[config.mk]
export PLATFORM = sky130hd
export DESIGN_NAME = dns_query_spoof_responder_core
export DESIGN_NICKNAME = d
export VERILOG_FILES = /design/src/hdl/dqsr_pkg.sv /design/src/hdl/dqsr_front.sv /design/src/hdl/dqsr_queue.sv /design/src/hdl/dqsr_back.sv /design/src/hdl/dns_query_spoof_responder_core.sv
export SDC_FILE = /design/constraint.sdc
export NUM_CORES = 1
export LEC_CHECK = 0
export BUFFER_PORTS_ARGS = -buffer_cell sky130_fd_sc_hd__buf_4
export CAP_MARGIN = 20
export CORE_MARGIN = 5
export CORE_UTILIZATION = 50
export DETAILED_ROUTE_END_ITERATION = 8
export GPL_TIMING_DRIVEN = 1
export PLACE_DENSITY = 0.75
export SYNTH_ARGS = -nofsm -noshare
export SYNTH_HDL_FRONTEND = slang
export SYNTH_SLANG_ARGS = --single-unit
export TNS_END_PERCENT = 50
[constraint.sdc]
create_clock -name clock -period 3 [get_ports clock]
set_input_delay 0.45 -clock clock [delete_from_list [all_inputs] [get_ports clock]]
set_output_delay 0.45 -clock clock [all_outputs]
set_load 0.03 [all_outputs]
[src/hdl/dqsr_pkg.sv]
// Shared types, constants and a helper function of the captive portal DNS responder.
`default_nettype none

package dqsr_pkg;

   // Default largest packet, in bytes, for query and answer alike.
   localparam int DEF_MAX_PACKET = 512;

   // Fixed layout of a DNS message and of the appended A record.
   localparam int HDR_LEN = 12;
   localparam int ANS_LEN = 16;
   localparam int ANS_IDX_W = $clog2(ANS_LEN);
   localparam int QTAIL_LEN = 5;          // zero byte plus type and class
   localparam int CSR_W = 32;

   // Depth of the command queue between front and back; a power of two.
   localparam int QUEUE_DEPTH = 4;

   // Header offsets that are read or rewritten.
   localparam logic [3:0] HDR_FLAGS_HI = 4'd2;
   localparam logic [3:0] HDR_FLAGS_LO = 4'd3;
   localparam logic [3:0] HDR_QD_HI    = 4'd4;
   localparam logic [3:0] HDR_QD_LO    = 4'd5;
   localparam logic [3:0] HDR_AN_HI    = 4'd6;
   localparam logic [3:0] HDR_AN_LO    = 4'd7;
   localparam logic [3:0] HDR_NS_HI    = 4'd8;
   localparam logic [3:0] HDR_NS_LO    = 4'd9;
   localparam logic [3:0] HDR_AR_HI    = 4'd10;
   localparam logic [3:0] HDR_AR_LO    = 4'd11;

   localparam logic [7:0] FLAGS_HI = 8'h81;
   localparam logic [7:0] FLAGS_LO = 8'h80;
   localparam logic [7:0] NAME_PTR_HI = 8'hC0;
   localparam logic [7:0] NAME_PTR_LO = 8'h0C;
   localparam logic [7:0] TYPE_A_LO = 8'h01;
   localparam logic [7:0] CLASS_IN_LO = 8'h01;
   localparam logic [7:0] TTL_LO = 8'h3C;
   localparam logic [7:0] RDLEN_LO = 8'h04;

   // One beat of the query.
   typedef struct packed {
      logic [7:0] data;
      logic       last;
   } req_beat_type;

   // One beat of the response.
   typedef struct packed {
      logic [7:0] data_res;
      logic       last_res;
      logic       error;
   } rsp_beat_type;

   // What the back end has to do for one queued command.
   typedef enum logic [1:0] {
      CMD_BYTE        = 2'd0,
      CMD_BYTE_ANSWER = 2'd1,
      CMD_ERROR       = 2'd2
   } cmd_kind_type;

   typedef struct packed {
      cmd_kind_type kind;
      logic [7:0]   data;
   } cmd_type;

   // Byte of the appended A record at the given offset.
   function automatic logic [7:0] ans_byte(input logic [ANS_IDX_W-1:0] idx,
                                           input logic [CSR_W-1:0] ip);
      logic [7:0] b;
      unique case (idx)
         4'd0:    b = NAME_PTR_HI;
         4'd1:    b = NAME_PTR_LO;
         4'd3:    b = TYPE_A_LO;
         4'd5:    b = CLASS_IN_LO;
         4'd9:    b = TTL_LO;
         4'd11:   b = RDLEN_LO;
         4'd12:   b = ip[31:24];
         4'd13:   b = ip[23:16];
         4'd14:   b = ip[15:8];
         4'd15:   b = ip[7:0];
         default: b = 8'h00;
      endcase
      return b;
   endfunction

endpackage

`default_nettype wire

[src/hdl/dqsr_front.sv]
// Front end: tracks the query layout and turns each byte into a back-end command.
`default_nettype none

module dqsr_front #(
   parameter int MAX_PACKET = dqsr_pkg::DEF_MAX_PACKET
) (
   input  wire logic                  clock,
   input  wire logic                  reset,
   input  wire logic                  accept,
   input  wire dqsr_pkg::req_beat_type beat,
   output logic                       push,
   output dqsr_pkg::cmd_type          cmd
);
   import dqsr_pkg::*;

   localparam int IDX_W = $clog2(MAX_PACKET + 1);
   localparam int SUM_W = $clog2(MAX_PACKET + HDR_LEN + ANS_LEN + 256 + 1);

   typedef enum logic [3:0] {
      PH_LABELS = 4'b0001,
      PH_TYPE   = 4'b0010,
      PH_TRAIL  = 4'b0100,
      PH_DROP   = 4'b1000
   } phase_type;

   logic [IDX_W-1:0] byte_index_ff, byte_index_in;
   logic [IDX_W-1:0] next_label_ff, next_label_in;
   logic [IDX_W-1:0] qend_ff, qend_in;
   logic [15:0]      count_ff, count_in;
   phase_type        phase_ff, phase_in;

   logic             emit;
   logic             fail;
   logic             active;
   logic [SUM_W-1:0] label_sum;
   logic [SUM_W-1:0] qend_sum;
   logic [7:0]       hdr_byte;

   assign active = (byte_index_ff < IDX_W'(MAX_PACKET)) &&
                   ((phase_ff == PH_LABELS) || (phase_ff == PH_TYPE));
   assign label_sum = SUM_W'(byte_index_ff) + SUM_W'(beat.data) + SUM_W'(1);
   assign qend_sum = SUM_W'(byte_index_ff) + SUM_W'(QTAIL_LEN);

   // Header rewrite; the question count is held for the answer count.
   always_comb begin
      unique case (byte_index_ff[3:0])
         HDR_FLAGS_HI: hdr_byte = FLAGS_HI;
         HDR_FLAGS_LO: hdr_byte = FLAGS_LO;
         HDR_AN_HI:    hdr_byte = count_ff[15:8];
         HDR_AN_LO:    hdr_byte = count_ff[7:0];
         HDR_NS_HI, HDR_NS_LO, HDR_AR_HI, HDR_AR_LO: hdr_byte = 8'h00;
         default:      hdr_byte = beat.data;
      endcase
   end

   // Classification of one accepted byte.
   always_comb begin
      byte_index_in = byte_index_ff;
      next_label_in = next_label_ff;
      qend_in       = qend_ff;
      count_in      = count_ff;
      phase_in      = phase_ff;
      emit          = 1'b0;
      fail          = 1'b0;
      cmd.kind      = CMD_BYTE;
      cmd.data      = beat.data;

      if (active) begin
         if (byte_index_ff < IDX_W'(HDR_LEN)) begin
            emit     = 1'b1;
            cmd.data = hdr_byte;
            if (byte_index_ff[3:0] == HDR_QD_HI) begin
               count_in[15:8] = beat.data;
            end
            if (byte_index_ff[3:0] == HDR_QD_LO) begin
               count_in[7:0] = beat.data;
            end
         end else if (phase_ff == PH_LABELS) begin
            if (byte_index_ff == next_label_ff) begin
               if (beat.data == 8'h00) begin
                  qend_in = IDX_W'(qend_sum);
                  if ((qend_sum + SUM_W'(ANS_LEN)) > SUM_W'(MAX_PACKET)) begin
                     fail = 1'b1;
                  end else begin
                     phase_in = PH_TYPE;
                  end
               end else begin
                  next_label_in = IDX_W'(label_sum);
                  if (label_sum >= SUM_W'(MAX_PACKET)) begin
                     fail = 1'b1;
                  end
               end
            end
            emit = !fail;
         end else begin
            emit = 1'b1;
            if ((byte_index_ff + IDX_W'(1)) == qend_ff) begin
               cmd.kind = CMD_BYTE_ANSWER;
               phase_in = PH_TRAIL;
            end
         end
      end

      // A failure, or a query that ends before its question does, gives an error beat.
      if (fail) begin
         emit     = 1'b1;
         cmd.kind = CMD_ERROR;
         cmd.data = 8'h00;
         phase_in = PH_DROP;
      end else if (beat.last && ((phase_in == PH_LABELS) || (phase_in == PH_TYPE))) begin
         emit     = 1'b1;
         cmd.kind = CMD_ERROR;
         cmd.data = 8'h00;
      end

      if (byte_index_ff < IDX_W'(MAX_PACKET)) begin
         byte_index_in = byte_index_ff + IDX_W'(1);
      end

      // The final byte puts the packet state back for the next query.
      if (beat.last) begin
         byte_index_in = '0;
         next_label_in = IDX_W'(HDR_LEN);
         qend_in       = '0;
         count_in      = '0;
         phase_in      = PH_LABELS;
      end
   end

   assign push = accept && emit;

   always_ff @(posedge clock) begin
      if (reset) begin
         byte_index_ff <= '0;
         next_label_ff <= IDX_W'(HDR_LEN);
         qend_ff       <= '0;
         count_ff      <= '0;
         phase_ff      <= PH_LABELS;
      end else if (accept) begin
         byte_index_ff <= byte_index_in;
         next_label_ff <= next_label_in;
         qend_ff       <= qend_in;
         count_ff      <= count_in;
         phase_ff      <= phase_in;
      end
   end

   // Past the header in the label walk, the next label never lies beyond the packet.
   a_label_in_range: assert property (@(posedge clock) disable iff (reset)
      (phase_ff == PH_LABELS) |-> (next_label_ff < IDX_W'(MAX_PACKET)))
      else $error("label offset out of range while walking labels");

endmodule

`default_nettype wire

[src/hdl/dqsr_queue.sv]
// Short command queue that decouples the front end from the back end.
`default_nettype none

module dqsr_queue (
   input  wire logic              clock,
   input  wire logic              reset,
   input  wire logic              push,
   input  wire dqsr_pkg::cmd_type push_cmd,
   input  wire logic              pop,
   output logic                   full,
   output logic                   head_valid,
   output dqsr_pkg::cmd_type      head_cmd
);
   import dqsr_pkg::*;

   localparam int PTR_W = $clog2(QUEUE_DEPTH);
   localparam int CNT_W = $clog2(QUEUE_DEPTH + 1);

   cmd_type          slot_ff [QUEUE_DEPTH];
   logic [PTR_W-1:0] wr_ptr_ff, wr_ptr_in;
   logic [PTR_W-1:0] rd_ptr_ff, rd_ptr_in;
   logic [CNT_W-1:0] count_ff, count_in;
   logic             do_pop;

   assign full       = (count_ff == CNT_W'(QUEUE_DEPTH));
   assign head_valid = (count_ff != '0);
   assign head_cmd   = slot_ff[rd_ptr_ff];
   assign do_pop     = pop && head_valid;

   // Pointer and fill bookkeeping.
   always_comb begin
      wr_ptr_in = push ? wr_ptr_ff + PTR_W'(1) : wr_ptr_ff;
      rd_ptr_in = do_pop ? rd_ptr_ff + PTR_W'(1) : rd_ptr_ff;
      count_in  = count_ff + CNT_W'(push) - CNT_W'(do_pop);
   end

   always_ff @(posedge clock) begin
      if (reset) begin
         wr_ptr_ff <= '0;
         rd_ptr_ff <= '0;
         count_ff  <= '0;
      end else begin
         wr_ptr_ff <= wr_ptr_in;
         rd_ptr_ff <= rd_ptr_in;
         count_ff  <= count_in;
      end
   end

   // Slot storage.
   always_ff @(posedge clock) begin
      if (push) begin
         slot_ff[wr_ptr_ff] <= push_cmd;
      end
   end

   a_no_overflow: assert property (@(posedge clock) disable iff (reset)
      push |-> !full)
      else $error("command pushed into a full queue");

   a_count_bound: assert property (@(posedge clock) disable iff (reset)
      count_ff <= CNT_W'(QUEUE_DEPTH))
      else $error("queue fill count beyond its depth");

endmodule

`default_nettype wire

[src/hdl/dqsr_back.sv]
// Back end: carries out queued commands and drives the registered response beat.
`default_nettype none

module dqsr_back (
   input  wire logic                   clock,
   input  wire logic                   reset,
   input  wire logic [dqsr_pkg::CSR_W-1:0] ap_ip,
   input  wire logic                   head_valid,
   input  wire dqsr_pkg::cmd_type      head_cmd,
   output logic                        pop,
   output logic                        rsp_valid,
   input  wire logic                   rsp_stall,
   output dqsr_pkg::rsp_beat_type      rsp_beat
);
   import dqsr_pkg::*;

   logic                 rsp_valid_ff, rsp_valid_in;
   rsp_beat_type         rsp_beat_ff, rsp_beat_in;
   logic                 ans_busy_ff, ans_busy_in;
   logic [ANS_IDX_W-1:0] ans_idx_ff, ans_idx_in;
   logic                 load;
   logic                 ans_end;

   assign load    = !rsp_valid_ff || !rsp_stall;
   assign ans_end = (ans_idx_ff == ANS_IDX_W'(ANS_LEN - 1));

   // Next response beat: answer record first, then the head of the queue.
   always_comb begin
      rsp_valid_in = rsp_valid_ff;
      rsp_beat_in  = rsp_beat_ff;
      ans_busy_in  = ans_busy_ff;
      ans_idx_in   = ans_idx_ff;
      pop          = 1'b0;
      if (load) begin
         if (ans_busy_ff) begin
            rsp_valid_in         = 1'b1;
            rsp_beat_in.data_res = ans_byte(ans_idx_ff, ap_ip);
            rsp_beat_in.last_res = ans_end;
            rsp_beat_in.error    = 1'b0;
            ans_idx_in           = ans_idx_ff + ANS_IDX_W'(1);
            ans_busy_in          = !ans_end;
         end else if (head_valid) begin
            pop                  = 1'b1;
            rsp_valid_in         = 1'b1;
            rsp_beat_in.data_res = head_cmd.data;
            rsp_beat_in.last_res = 1'b0;
            rsp_beat_in.error    = 1'b0;
            unique case (head_cmd.kind)
               CMD_BYTE: begin
               end
               CMD_BYTE_ANSWER: begin
                  ans_busy_in = 1'b1;
                  ans_idx_in  = '0;
               end
               CMD_ERROR: begin
                  rsp_beat_in.data_res = 8'h00;
                  rsp_beat_in.last_res = 1'b1;
                  rsp_beat_in.error    = 1'b1;
               end
               default: begin
               end
            endcase
         end else begin
            rsp_valid_in = 1'b0;
         end
      end
   end

   always_ff @(posedge clock) begin
      if (reset) begin
         rsp_valid_ff <= 1'b0;
         ans_busy_ff  <= 1'b0;
         ans_idx_ff   <= '0;
      end else begin
         rsp_valid_ff <= rsp_valid_in;
         ans_busy_ff  <= ans_busy_in;
         ans_idx_ff   <= ans_idx_in;
      end
   end

   always_ff @(posedge clock) begin
      rsp_beat_ff <= rsp_beat_in;
   end

   assign rsp_valid = rsp_valid_ff;
   assign rsp_beat  = rsp_beat_ff;

   // While the record streams out, a record beat is always on offer.
   a_busy_valid: assert property (@(posedge clock) disable iff (reset)
      ans_busy_ff |-> rsp_valid_ff)
      else $error("answer record in progress without a response beat");

   // An error beat is always the closing, zero-valued beat.
   a_error_form: assert property (@(posedge clock) disable iff (reset)
      (rsp_valid_ff && rsp_beat_ff.error) |->
         (rsp_beat_ff.last_res && (rsp_beat_ff.data_res == 8'h00)))
      else $error("malformed error beat");

   // The queue is not drained in the middle of an answer record.
   a_no_pop_busy: assert property (@(posedge clock) disable iff (reset)
      ans_busy_ff |-> !pop)
      else $error("command taken during answer record");

endmodule

`default_nettype wire

[src/hdl/dns_query_spoof_responder_core.sv]
// Top level of the captive portal DNS responder: front end, command queue, back end.
//
// Usage: query bytes enter on the req_ channel, one beat per byte with last on the
// final byte. Every answer byte leaves on the rsp_ channel. The header is rewritten
// as it passes, the question is copied, trailing bytes are dropped and a 16-byte A
// record carrying csr_write_data's address (written through csr_write_en) follows
// the class field. A malformed or truncated query closes with one error beat; all
// beats sent for that query must then be discarded.
// Path: a byte accepted is written into the command queue, then loaded into the
// registered rsp beat when the output is free. Throughput: one query byte per cycle
// while req_stall is low; while an answer record streams out the back end takes no
// command, so the four-entry queue fills and req_stall rises only when it is full.
// Reset (synchronous) clears the packet state, the queue and the output valid flag,
// and sets the configured address to zero. When the receiver raises rsp_stall the
// current beat holds; the queue keeps taking bytes until it fills.
`default_nettype none

module dns_query_spoof_responder_core #(
   parameter int MAX_PACKET = dqsr_pkg::DEF_MAX_PACKET
) (
   input  wire logic                       clock,
   input  wire logic                       reset,
   input  wire logic                       req_valid,
   output logic                            req_stall,
   input  wire dqsr_pkg::req_beat_type     req_beat,
   output logic                            rsp_valid,
   input  wire logic                       rsp_stall,
   output dqsr_pkg::rsp_beat_type          rsp_beat,
   input  wire logic                       csr_write_en,
   input  wire logic [dqsr_pkg::CSR_W-1:0] csr_write_data
);
   import dqsr_pkg::*;

   logic [CSR_W-1:0] ap_ip_ff;
   logic             accept;
   logic             push;
   cmd_type          push_cmd;
   logic             pop;
   logic             full;
   logic             head_valid;
   cmd_type          head_cmd;

   // Configured answer address.
   always_ff @(posedge clock) begin
      if (reset) begin
         ap_ip_ff <= '0;
      end else if (csr_write_en) begin
         ap_ip_ff <= csr_write_data;
      end
   end

   assign req_stall = full;
   assign accept    = req_valid && !req_stall;

   dqsr_front #(
      .MAX_PACKET(MAX_PACKET)
   ) u_front (
      .clock (clock),
      .reset (reset),
      .accept(accept),
      .beat  (req_beat),
      .push  (push),
      .cmd   (push_cmd)
   );

   dqsr_queue u_queue (
      .clock     (clock),
      .reset     (reset),
      .push      (push),
      .push_cmd  (push_cmd),
      .pop       (pop),
      .full      (full),
      .head_valid(head_valid),
      .head_cmd  (head_cmd)
   );

   dqsr_back u_back (
      .clock     (clock),
      .reset     (reset),
      .ap_ip     (ap_ip_ff),
      .head_valid(head_valid),
      .head_cmd  (head_cmd),
      .pop       (pop),
      .rsp_valid (rsp_valid),
      .rsp_stall (rsp_stall),
      .rsp_beat  (rsp_beat)
   );

endmodule

`default_nettype wire
* Word level (Yosys, flattened, before mapping)
Memories as Yosys holds them, arrays and structs flattened. A register that Yosys moved wholly into a read port is not among the register bits. Index checks and enable logic that the tools add are counted.
Operators by class: reductions and logical operators 35, $lt $le $gt $ge 4, add/sub/neg operators 10, equality and inequality tests 30, mux-type cells 69
Operators by type and width (number):
- 2-to-1 mux 10 bit | 20
- one-hot mux 8 bit (9 select lines) | 1
- 2-to-1 mux 16 bit | 3
- 2-to-1 mux 4 bit | 12
- == test 4 bit (second input constant) | 10
- one-hot mux 8 bit (5 select lines) | 1
- 2-to-1 mux 1 bit | 25
- 2-to-1 mux 8 bit | 3
- adder 10 x 1 -> 10 bit (second input constant) | 2
- == test 10 bit | 2
- == test 4 x 2 -> 1 bit (second input constant) | 5
- == test 4 x 3 -> 1 bit (second input constant) | 5
- nonzero test 2 bit | 10
- == test 4 x 1 -> 1 bit (second input constant) | 3
- AND reduction 6 bit | 2
- adder 10 x 3 -> 10 bit (second input constant) | 1
- adder 10 x 5 -> 10 bit (second input constant) | 1
- adder 10 x 8 -> 10 bit | 1
- greater-or-equal comparator 10 bit (second input constant) | 1
- greater-than comparator 10 bit (second input constant) | 1
- less-than comparator 10 bit (second input constant) | 1
- less-than comparator 10 x 4 -> 1 bit (second input constant) | 1
- logical NOT 8 bit | 1
- 2-to-1 mux 2 bit | 4
- other kinds (18) | 32
Word-level totals: register bits after elaboration 105, bits in writable memories 40, memories kept 1, input bits 46
Memory list:
- u_queue.slot_ff | words 4, bits a word 10, read ports 1, clocked after Yosys merged registers in 1, wr ports 1, RTL line dqsr_queue.sv:19 | cmd_type slot_ff [QUEUE_DEPTH];

* Depth between registers and ports, before layout
Gate-level depths: netlist of the first run.
depth in word-level cells 18, depth in mapped cells 14

* Modules after synthesis
A second synthesis of the first run with hierarchy kept.
Second synthesis, totals: cells, all modules 763, area, all modules 7682.4 µm²
Modules (own cells, without submodules):
- dqsr_front | sequential area each 1001.0 µm², instances 1, cells an instance 445, area each 3512.1 µm²
- dqsr_queue | sequential area each 1381.3 µm², instances 1, cells an instance 98, area each 1915.6 µm²
- dns_query_spoof_responder_core | sequential area each 640.6 µm², instances 1, cells an instance 104, area each 1169.9 µm²
- dqsr_back | sequential area each 420.4 µm², instances 1, cells an instance 116, area each 1084.8 µm²

* Worst setup path after synthesis of the first run
No wires, ideal clock.
path kind register to register, start point register u_front.byte_index_ff[0], end point register u_queue.count_ff[2], required time 2.872 ns, stages on the path, launching flop included 15, library setup time 0.128 ns, arrival 2.856 ns, path buffers 1, setup slack 0.016 ns, period minus slack after synthesis 2.984 ns, cell sequence dfxtp_1 > buf_2 > inv_1 > ha_1 > xor2_1 > a221oi_1 > o211ai_1 > nor4_4 > nand4_4 > nand3_2 > a211oi_2 > ha_1 > fa_1 > xnor2_1 > nor2_1
On the way: word-level cells in the longest chain between the ends 18, elaborated cells between the ends (all ways) 42, classes of those cells add/sub: 7; order compare: 4; eq/ne: 4; mux: 22; reduce/logical: 5
Ends and longest elaborated chain:
- start: declaration | RTL line dqsr_front.sv:26 | logic [IDX_W-1:0] byte_index_ff, byte_index_in;
- start signal: assignment | RTL line dqsr_front.sv:140 | byte_index_ff <= byte_index_in;
- adder 10 x 8 -> 10 bit or adder 10 x 3 -> 10 bit (tied branches) | RTL line dqsr_front.sv:41, dqsr_front.sv:42
- adder 10 x 1 -> 10 bit or adder 10 x 5 -> 10 bit (tied branches) | RTL line dqsr_front.sv:41, dqsr_front.sv:82
- greater-or-equal comparator 10 bit or greater-than comparator 10 bit (tied branches) | RTL line dqsr_front.sv:89, dqsr_front.sv:82
- 2-to-1 mux 1 bit (on tied branches) | RTL line dqsr_front.sv:89, dqsr_front.sv:82
- 2-to-1 mux 1 bit | RTL line dqsr_front.sv:80 | if (beat.data == 8'h00) begin
- 2-to-1 mux 1 bit | RTL line dqsr_front.sv:79 | if (byte_index_ff == next_label_ff) begin
- 2-to-1 mux 1 bit | RTL line dqsr_front.sv:78 | end else if (phase_ff == PH_LABELS) begin
- 2-to-1 mux 1 bit | RTL line dqsr_front.sv:69 | if (byte_index_ff < IDX_W'(HDR_LEN)) begin
- [... 3 more ...]
- 2-to-1 mux 1 bit | RTL line dqsr_front.sv:69
- 2-to-1 mux 1 bit | RTL line dqsr_front.sv:68 | if (active) begin
- 2-to-1 mux 1 bit | RTL line dqsr_front.sv:110 | end else if (beat.last && ((phase_in == PH_LABELS) || (phase_in == PH_TYPE))) begin
- 2-to-1 mux 1 bit (*) | RTL line dqsr_front.sv:105 | if (fail) begin
- logical AND 1 bit (*) | RTL line dqsr_front.sv:130 | assign push = accept && emit;
- net push | RTL line dns_query_spoof_responder_core.sv:36 | logic push;
- adder 3 x 1 -> 3 bit (*) | RTL line dqsr_queue.sv:34 | count_in = count_ff + CNT_W'(push) - CNT_W'(do_pop);
- subtractor 3 x 1 -> 3 bit (*) | RTL line dqsr_queue.sv:34
- end signal: assignment | RTL line dqsr_queue.sv:45 | count_ff <= count_in;
- end: declaration | RTL line dqsr_queue.sv:22 | logic [CNT_W-1:0] count_ff, count_in;
The timed path passes the listed nets; every way through them passes the cells marked *. The select of a mux whose other input is x is not followed. A chain may end at the register's enable or synchronous reset.

==> impl_metrics.json, run 1 <==
{
  "status": "complete, no violations",
  "p_leak_nw": 3.649,
  "syn_to_final_growth_pct": 19.11,
  "synthMuxAreaShare": 0.09705,
  "reg2reg_to": "u_queue.slot_ff[2][7]",
  "synthArstFlopShare": 0,
  "grt_pass1_wl_um": 29840,
  "fin_crit_ps": 2909,
  "drt_iter0_drc": 363,
  "synthCells": 771,
  "ys_seq_area_frac": 0.4511,
  "syn_nets": 841,
  "grt_pass1_vias": 5832,
  "hold_viol": 0,
  "mostFrequentLayoutCell": "nor2_1",
  "fmax_ghz": 0.3437,
  "vias": 5991,
  "row_count": 45,
  "skew_ps": 7.975,
  "cts_made_buffers": 17,
  "synthTopCellsByArea": "dfxtp_1 (25%), edfxtp_1 (20%), mux2i_1 (6.6%)",
  "routed_via_density": 5.777,
  "arrival_ps": 3060,
  "synthFlopType": "dfxtp_1",
  "most-common-layout-cells": "nor2_1 (110), dfxtp_1 (95), buf_4 (92)",
  "fin_crit_sh": 0.9698,
  "hold_end": "ap_ip_ff[19]",
  "grt_usage": 0.2084,
  "yosysTopAreaCellShare": 0.2544,
  "post-place-cells": 1003,
  "postSynthAreaPerCell_um2": 9.899,
  "maxCapViolations": 0,
  "holdBufCountCts": 0,
  "cts_tree": "built",
  "worstSetupPathType": "flop to flop",
  "antenna_cells": 0,
  "h-tree-depth": 4,
  "fin_nets": 906,
  "numPortBuffers": 57,
  "pre_cts_slack_ps": -21.25,
  "maxSlewHeadroom": 0.5711,
  "cts.sinks": 147,
  "synthesis.area_um2": 7632,
  "drtAntennaViolNets": 0,
  "clock_latency_ps": 420,
  "fin_cells": 1037,
  "synth-seq-cells": 147,
  "synth_top_family_by_area": "simple AND/OR/NAND/NOR gates",
  "drcViolationCount": 0,
  "hold_class": "primary input to flop",
  "reg2reg_slack_ps": 90,
  "synth.distinct_cells": 82,
  "root_buffer": "clkbuf_16",
  "ioPinCount": 58,
  "core-area_um2": 15090,
  "yosysTopAreaCell": "dfxtp_1",
  "clk_pin_slew_worst_paths_ps": 60,
  "gp_congestion": 0.9297,
  "cp-end-kind": "flop",
  "dp_hpwl_um": 13030,
  "final_layout_size_suffix_gt1_frac": 0.2085,
  "hold_start": "csr_write_data[19]",
  "p_per_area_nw_per_um2": 663.0,
  "synth_fa_ha_area_frac": 0.04131,
  "antenna_found_initial": 0,
  "routed_wl_um": 18280,
  "drt_first_pass_iters": 5,
  "drv_slew": 0,
  "fp.dieH_um": 133.6,
  "worstReg2RegStart": "u_front.byte_index_ff[5]",
  "worst_slew_pin_slew_ps": 634.5,
  "setup_slack_ps": 90.59,
  "finalSetupViolations": 0,
  "hold_depth": 3,
  "start_kind": "flop",
  "fill_cells": 1284,
  "synth-edff-count": 50,
  "cp_max_fo": 12,
  "overflow": 0,
  "die_area_um2": 17840,
  "start_util": 0.5058,
  "synth_compound_area_frac": 0.1325,
  "die_w_um": 133.6,
  "max-clock-path-buffers": 2,
  "yosys_warnings": 0,
  "synth_xor_xnor_area_share": 0.04590,
  "cp.required_ps": 3150,
  "grt_max_degree": 43,
  "ir_drop_uv": 442.3,
  "wire_per_inst_um": 17.62,
  "r2r_cells": 9,
  "synth-simple-area-share": 0.1930
}
-- worst max-delay path by stage --
stage                              from                    end  cells past startpoint
2_1_floorplan  u_front.byte_index_ff[0]    u_queue.count_ff[2]                     14
3_3_place_gp   u_front.byte_index_ff[0]    u_queue.count_ff[2]                     13
3_5_place_dp                req_beat[3]  u_queue.slot_ff[1][7]                     10
4_1_cts        u_front.byte_index_ff[2]  u_queue.slot_ff[0][3]                     10
5_1_grt        u_front.byte_index_ff[2]  u_queue.slot_ff[2][7]                     10
6_report       u_front.byte_index_ff[5]  u_queue.slot_ff[2][7]                      9
-- metal layers --
| layer | global-route usage | wire length [um] | vias to the layer above |
|---|---|---|---|
| li1 | - | - | 2915 |
| met1 | 0.2671 | 7902 | 2836 |
| met2 | 0.3462 | 8813 | 211 |
| met3 | 0.04683 | 1162 | 29 |
| met4 | 0.07714 | 398 | 0 |
| met5 | 0 | 0 | - |
-- Yosys cell counts, drive strengths merged, types with 8 or more instances --
master,number
nand2b,12
a21oi,49
xor2,22
xnor2,18
nand2,29
dfxtp,97
buf,22
nor2b,19
nor2,112
nor3,33
nor4,9
inv,21
nand4,8
clkbuf,29
nand3,15
o21ai,31
nor3b,13
mux4,10
ha,22
a22oi,14
edfxtp,50
mux2i,50
-- critical path, stage by stage, from the launching register on --
cell and delay [ps]:
dfxtp_1 500, buf_4 210, xor2_1 70, nor4_1 430, nand4_1 280, nor3_1 400
o21ai_0 200, o41a_1 190, buf_12 160, nor3b_2 180
-- sequential cells by signal (all words and copies together), names as in the netlist, 10 cells and up, named ones only --
signal / count
ap_ip_ff: 32
u_front.count_ff: 16
u_back.rsp_beat: 10
u_front.next_label_ff: 10
u_front.byte_index_ff: 10
u_front.qend_ff: 10
u_queue.slot_ff: 40
-- cell type report --
class / instances / area, um2 / area share
Clock buffer: 25 / 516.7 / 0.05684
Multi-Input combinational cell: 552 / 3953 / 0.4348
Inverter: 21 / 78.83 / 0.008671
Tap cell: 188 / 235.2 / 0.02587
Sequential cell: 147 / 3448 / 0.3793
Clock inverter: 7 / 68.82 / 0.007570
Timing Repair Buffer: 97 / 790.8 / 0.08698
-- cells by family (layout without fill, tap and decap cells) --
kind of cell / count (synthesis) / after routing
simple gates: 278 / 278
compound gates: 149 / 149
flops: 147 / 147
buf+inv: 72 / 150
mux: 61 / 61
xor+xnor: 40 / 40
fa+ha+maj: 24 / 24
-- power breakdown --
group,internal (mW),switching (mW)
Clock,1.28,0.803
Sequential,2.35,0.117
Combinational,0.635,0.843
-- what timing repair did --
action,CTS,global route
pin swaps,0,6
endpoints found under the setup margin,4,78
resized for setup,1,15
setup buffers,0,2
-- through the flow --
stage / power (mW) / hold slack (ps) / TNS [ps] / instance area [um2] / utilization
2_1_floorplan: 3.495 / 443.3 / 0 / 7632 / -
3_3_place_gp: 3.939 / 456.8 / 0 / 8411 / 0.5574
3_5_place_dp: 3.976 / 461.8 / -84.75 / 8411 / 0.5574
4_1_cts: 6.063 / 259.0 / 0 / 9001 / 0.5965
5_1_grt: 6.322 / 275.3 / -58.59 / 9091 / 0.6025
6_report: 6.027 / 270.8 / 0 / 9091 / 0.6025
(Power assumes the default switching activity.)
==> inputs of run 2 (changes only) <==
CAP_MARGIN = 25   (was 20)
GPL_ROUTABILITY_DRIVEN = 0   (was default)
MAX_ROUTING_LAYER = met4   (was default)
==> impl_metrics.json, run 2 (same netlist as run 1, synthesis figures left out) <==
{
  "status": "complete, no violations",
  "grt_pass1_vias": 5825,
  "cts_made_buffers": 17,
  "root_buffer": "clkbuf_16",
  "grt_max_degree": 70,
  "reg2reg_slack_ps": 110,
  "drt_iter0_drc": 454,
  "final_layout_size_suffix_gt1_frac": 0.2229,
  "top_regs": "u_queue.slot_ff x40, ap_ip_ff x32, u_front.count_ff x16",
  "routed_wl_um": 18080,
  "hold_end": "ap_ip_ff[28]",
  "gr-usage-met3": 0.05740,
  "fin_crit_ps": 2893,
  "fin_nets": 915,
  "grt.busiest_layer": "met2",
  "cts.sinks": 147,
  "hold_start": "csr_write_data[28]",
  "power_mw": 5.885,
  "skew_ps": 13.13,
  "drv_slew": 0,
  "largest_reg_flops": 40,
  "gr-usage-met1": 0.2639,
  "die_w_um": 133.6,
  "p_per_area_nw_per_um2": 645.4,
  "final_util": 0.6042,
  "start_util": 0.5058,
  "grt_pass1_wl_um": 29560,
  "grt_usage": 0.2128,
  "overflow": 0,
  "drtAntennaViolNets": 0,
  "worstSetupPathType": "flop to flop",
  "fp.dieH_um": 133.6,
  "max-clock-path-buffers": 2,
  "largest-register": "u_queue.slot_ff",
  "fin_cells": 1045,
  "syn_to_final_growth_pct": 19.46,
  "cp.required_ps": 3310,
  "fill_cells": 1271,
  "row_count": 45,
  "ir_drop_uv": 438.8,
  "maxCapViolations": 0,
  "hold_viol": 0,
  "worstReg2RegStart": "u_front.byte_index_ff[0]",
  "routed_via_density": 5.802,
  "use_met2": 0.3296,
  "fin_setup_tns_ps": 0,
  "cp_max_fo": 10,
  "numPortBuffers": 57,
  "dp_hpwl_um": 12890,
  "cp-end-kind": "flop",
  "die_area_um2": 17840,
  "cts_tree": "built",
  "clock_latency_ps": 420,
  "r2r_cells": 11,
  "most-common-layout-cells": "nor2_1 (110), buf_4 (102), dfxtp_1 (90)",
  "maxSlewHeadroom": 0.5095,
  "p_leak_nw": 3.668,
  "antenna_cells": 0,
  "drt_first_pass_iters": 8,
  "vias": 6063,
  "fmax_ghz": 0.3457,
  "reg2reg_to": "u_queue.count_ff[1]",
  "rsz0062_at_grt": "yes",
  "worst_slew_pin_slew_ps": 735.7,
  "fin_crit_sh": 0.9642,
  "start_kind": "flop",
  "arrival_ps": 3200,
  "h-tree-depth": 4,
  "post-place-cells": 1010,
  "hold_class": "primary input to flop",
  "core-area_um2": 15090,
  "clk_pin_slew_worst_paths_ps": 60,
  "finalSetupViolations": 0,
  "mostFrequentLayoutCell": "nor2_1",
  "ioPinCount": 58,
  "antenna_found_initial": 0,
  "hold_depth": 3,
  "wire_per_inst_um": 17.31,
  "drcViolationCount": 0
}
## run 2: changes by cell type in the layout (fill, tap and decap cells not counted), moves of 2 or more
cell	delta
clkbuf_8	-2
buf_4	+10
dfxtp_2	+6
dfxtp_1	-5
## run 2: per-stage QoR
step	hold slack [ps]	setup slack [ps]	area, um2
after floorplan	443.3	16.08	7632
after global placement	453.8	99.03	8451
after detailed placement	462.6	-103.0	8451
after CTS	252.4	3.164	9002
after global routing	257.6	-51.33	9117
final	268.7	107.4	9117
## run 2: layer usage
layer  vias to the layer above  routed length [um]  part of all wire
met1                      2855                7883              0.44
met3                        43                1234             0.068
li1                       2937                   -                 -
met5                         -                   0                 0
met2                       228                8430              0.47
met4                         0                 537             0.030
## run 2: repair_timing
item / in CTS / in global routing
hold buffers: 0 / 0
pin swaps: 0 / 6
setup endpoints to repair: 8 / 82
buffers inserted: 0 / 4
hold endpoints to repair: 0 / 0
resized for setup: 2 / 20
## run 2: worst max-delay path by stage
stage / end / slack [ps] / startpoint
finish: u_queue.count_ff[1] / 110 / u_front.byte_index_ff[0]
global route: u_queue.count_ff[2] / -50 / u_front.byte_index_ff[0]
CTS: u_queue.slot_ff[1][7] / 3 / u_front.byte_index_ff[5]
detailed placement: u_queue.slot_ff[0][6] / -100 / req_beat[2]
global placement: u_queue.slot_ff[0][1] / 100 / req_beat[2]
floorplan: u_queue.count_ff[2] / 20 / u_front.byte_index_ff[0]
## run 2: layout make-up
type | count | area (um2) | share of cell area
Tap cell | 188 | 235.2 | 0.02580
Clock buffer | 24 | 493.0 | 0.05407
Inverter | 21 | 78.83 | 0.008646
Sequential cell | 147 | 3452 | 0.3786
Timing Repair Buffer | 106 | 845.8 | 0.09277
Multi-Input combinational cell | 552 | 3964 | 0.4347
Clock inverter | 7 | 48.80 | 0.005352
## run 2: power breakdown
part | switching [mW] | internal, mW | leakage [nW] | total [mW]
registers | 0.117 | 2.35 | 1.27 | 2.47
logic | 0.842 | 0.643 | 2.13 | 1.48
clock network | 0.788 | 1.15 | 0.262 | 1.93
## run 2: worst max-delay path: stages (launching register included)
cell	delay, ps
dfxtp_2	350
ha_1	320
buf_4	250
xor2_1	160
o21ai_0	90
o221a_1	330
nand4_4	140
nand3_4	80
a211oi_2	280
ha_2	230
fa_1	410
nor2b_1	130
==> inputs of run 3 (changes only) <==
CORE_UTILIZATION = 55   (was 50)
PLACE_DENSITY = 0.81   (was 0.75)
==> impl_metrics.json, run 3 (same netlist as run 1, synthesis figures left out) <==
{
  "finalSetupViolations": 36,
  "status": "finished with violations",
  "worst_slew_pin_slew_ps": 857.4,
  "cts_tree": "built",
  "worstSetupPathType": "flop to flop",
  "fmax_ghz": 0.3306,
  "numPortBuffers": 57,
  "fin_nets": 910,
  "syn_to_final_growth_pct": 18.62,
  "grt_pass1_wl_um": 29920,
  "maxSlewHeadroom": 0.4284,
  "cp_max_fo": 9,
  "cpPeakStageDelay_ps": 510,
  "start_kind": "flop",
  "fin_cells": 1032,
  "drt_first_pass_iters": 7,
  "final_layout_size_suffix_gt1_frac": 0.2148,
  "clock_latency_ps": 420,
  "crit_chain": "buf_4, o21ai_1, xnor2_1, nor4_2, and3_1, o41ai_2, nand4_1, a21oi_4, buf_12, nor3b_2",
  "grt_pass1_vias": 6046,
  "dp_hpwl_um": 13200,
  "arrival_ps": 3170,
  "setup_slack_ps": -24.94,
  "antenna_cells": 0,
  "use_met2": 0.3783,
  "cp-end-kind": "flop",
  "p_per_area_nw_per_um2": 657.4,
  "drcViolationCount": 0,
  "grt_max_degree": 81,
  "wire_per_inst_um": 18.47,
  "seqPwrFrac": 0.414,
  "drt_iter0_drc": 699,
  "mostFrequentLayoutCell": "nor2_1",
  "holdWs_ps": 261.6,
  "pwr-share-comb": 0.252,
  "skew_ps": 6.443,
  "largest_reg_flops": 40,
  "maxCapViolations": 0,
  "hold_class": "primary input to flop",
  "start_util": 0.5563,
  "ioPinCount": 58,
  "post-place-cells": 997,
  "grt_usage": 0.2368,
  "violations": "negative setup slack",
  "antenna_found_initial": 0,
  "fin_crit_sh": 1.008,
  "top_regs": "u_queue.slot_ff x40, ap_ip_ff x32, u_front.count_ff x16",
  "h-tree-depth": 4,
  "drv_slew": 0,
  "drtAntennaViolNets": 0,
  "routed_via_density": 6.084,
  "cp.required_ps": 3150,
  "fp.dieH_um": 127.8,
  "clk_pin_slew_worst_paths_ps": 60,
  "cts.sinks": 147,
  "row_count": 43,
  "fin_crit_ps": 3025,
  "gr-usage-met1": 0.2923,
  "clockPowerShare": 0.334,
  "die_w_um": 127.8,
  "switchingPower_mw": 1.766,
  "gr-usage-met3": 0.05083,
  "ir_drop_uv": 459.1,
  "holdBufCountCts": 0,
  "grt.busiest_layer": "met2",
  "crit_path_top_delay_cell": "o41ai_2",
  "vias": 6279,
  "core-area_um2": 13720,
  "intPower_mw": 4.186,
  "root_buffer": "clkbuf_16",
  "most-common-layout-cells": "nor2_1 (110), buf_4 (100), dfxtp_1 (93)",
  "p_leak_nw": 3.631,
  "routed_wl_um": 19060,
  "switching_share": 0.2968,
  "final_util": 0.6599,
  "die_area_um2": 16330,
  "largest-register": "u_queue.slot_ff",
  "cts_made_buffers": 17,
  "hold_viol": 0,
  "power_mw": 5.952,
  "overflow": 0,
  "max-clock-path-buffers": 2
}
-- run 3: area by class of cell --
type	count	area, um2
clock buffer	19	432.9
clock inverter	12	115.1
fill	1051	4666
inverter	21	78.83
multi-input combinational	552	3983
sequential	147	3448
tap	180	225.2
timing repair buffer	101	770.7
-- run 3: power by group through the flow --
stage	registers, mW	logic [mW]	clock network, mW
2_1_floorplan	2.62	0.871	0
3_3_place_gp	2.49	1.42	0
3_5_place_dp	2.51	1.47	0
4_1_cts	2.47	1.48	2.01
5_1_grt	2.49	1.64	2.11
6_report	2.47	1.50	1.99
-- run 3: stage by stage --
stage | setup TNS, ps | area, um2 | setup WS (ps)
after floorplan | 0 | 7632 | 16.08
after global placement | 0 | 8366 | 95.15
after detailed placement | -340.9 | 8366 | -51.74
after CTS | 0 | 8914 | 27.67
after global routing | -5730 | 9054 | -166.9
final | -318.3 | 9054 | -24.94
-- run 3: final timing paths --
kind | slack (ps) | to | from | depth (start not counted)
worst max-delay path | -20 | u_queue.slot_ff[3][1] | u_front.byte_index_ff[2] | 10
worst min-delay path | 260 | ap_ip_ff[24] | csr_write_data[24] | 3
worst max register to register | -20 | u_queue.slot_ff[3][1] | u_front.byte_index_ff[2] | 10
worst min register to register | 470 | u_front.next_label_ff[7] | u_front.next_label_ff[7] | 2
-- run 3: critical path, delay by kind of cell, from the launching register on --
family,cells,cell delay (ps)
and+or+nand+nor,4,670
buffers and inverters,2,370
DFF,1,490
xor gates and xnor gates,1,360
AOI/OAI and AO/OA,3,870
-- run 3: routing by layer --
metal	vias up	wire length, um
met2	316	9242
li1	2928	-
met1	2969	7659
met5	-	0
met4	0	709
met3	66	1452
-- run 3: what timing repair did --
action,CTS,global route
endpoints found under the hold margin,0,0
setup buffers,0,4
resized for setup,0,22
endpoints found under the setup margin,0,84
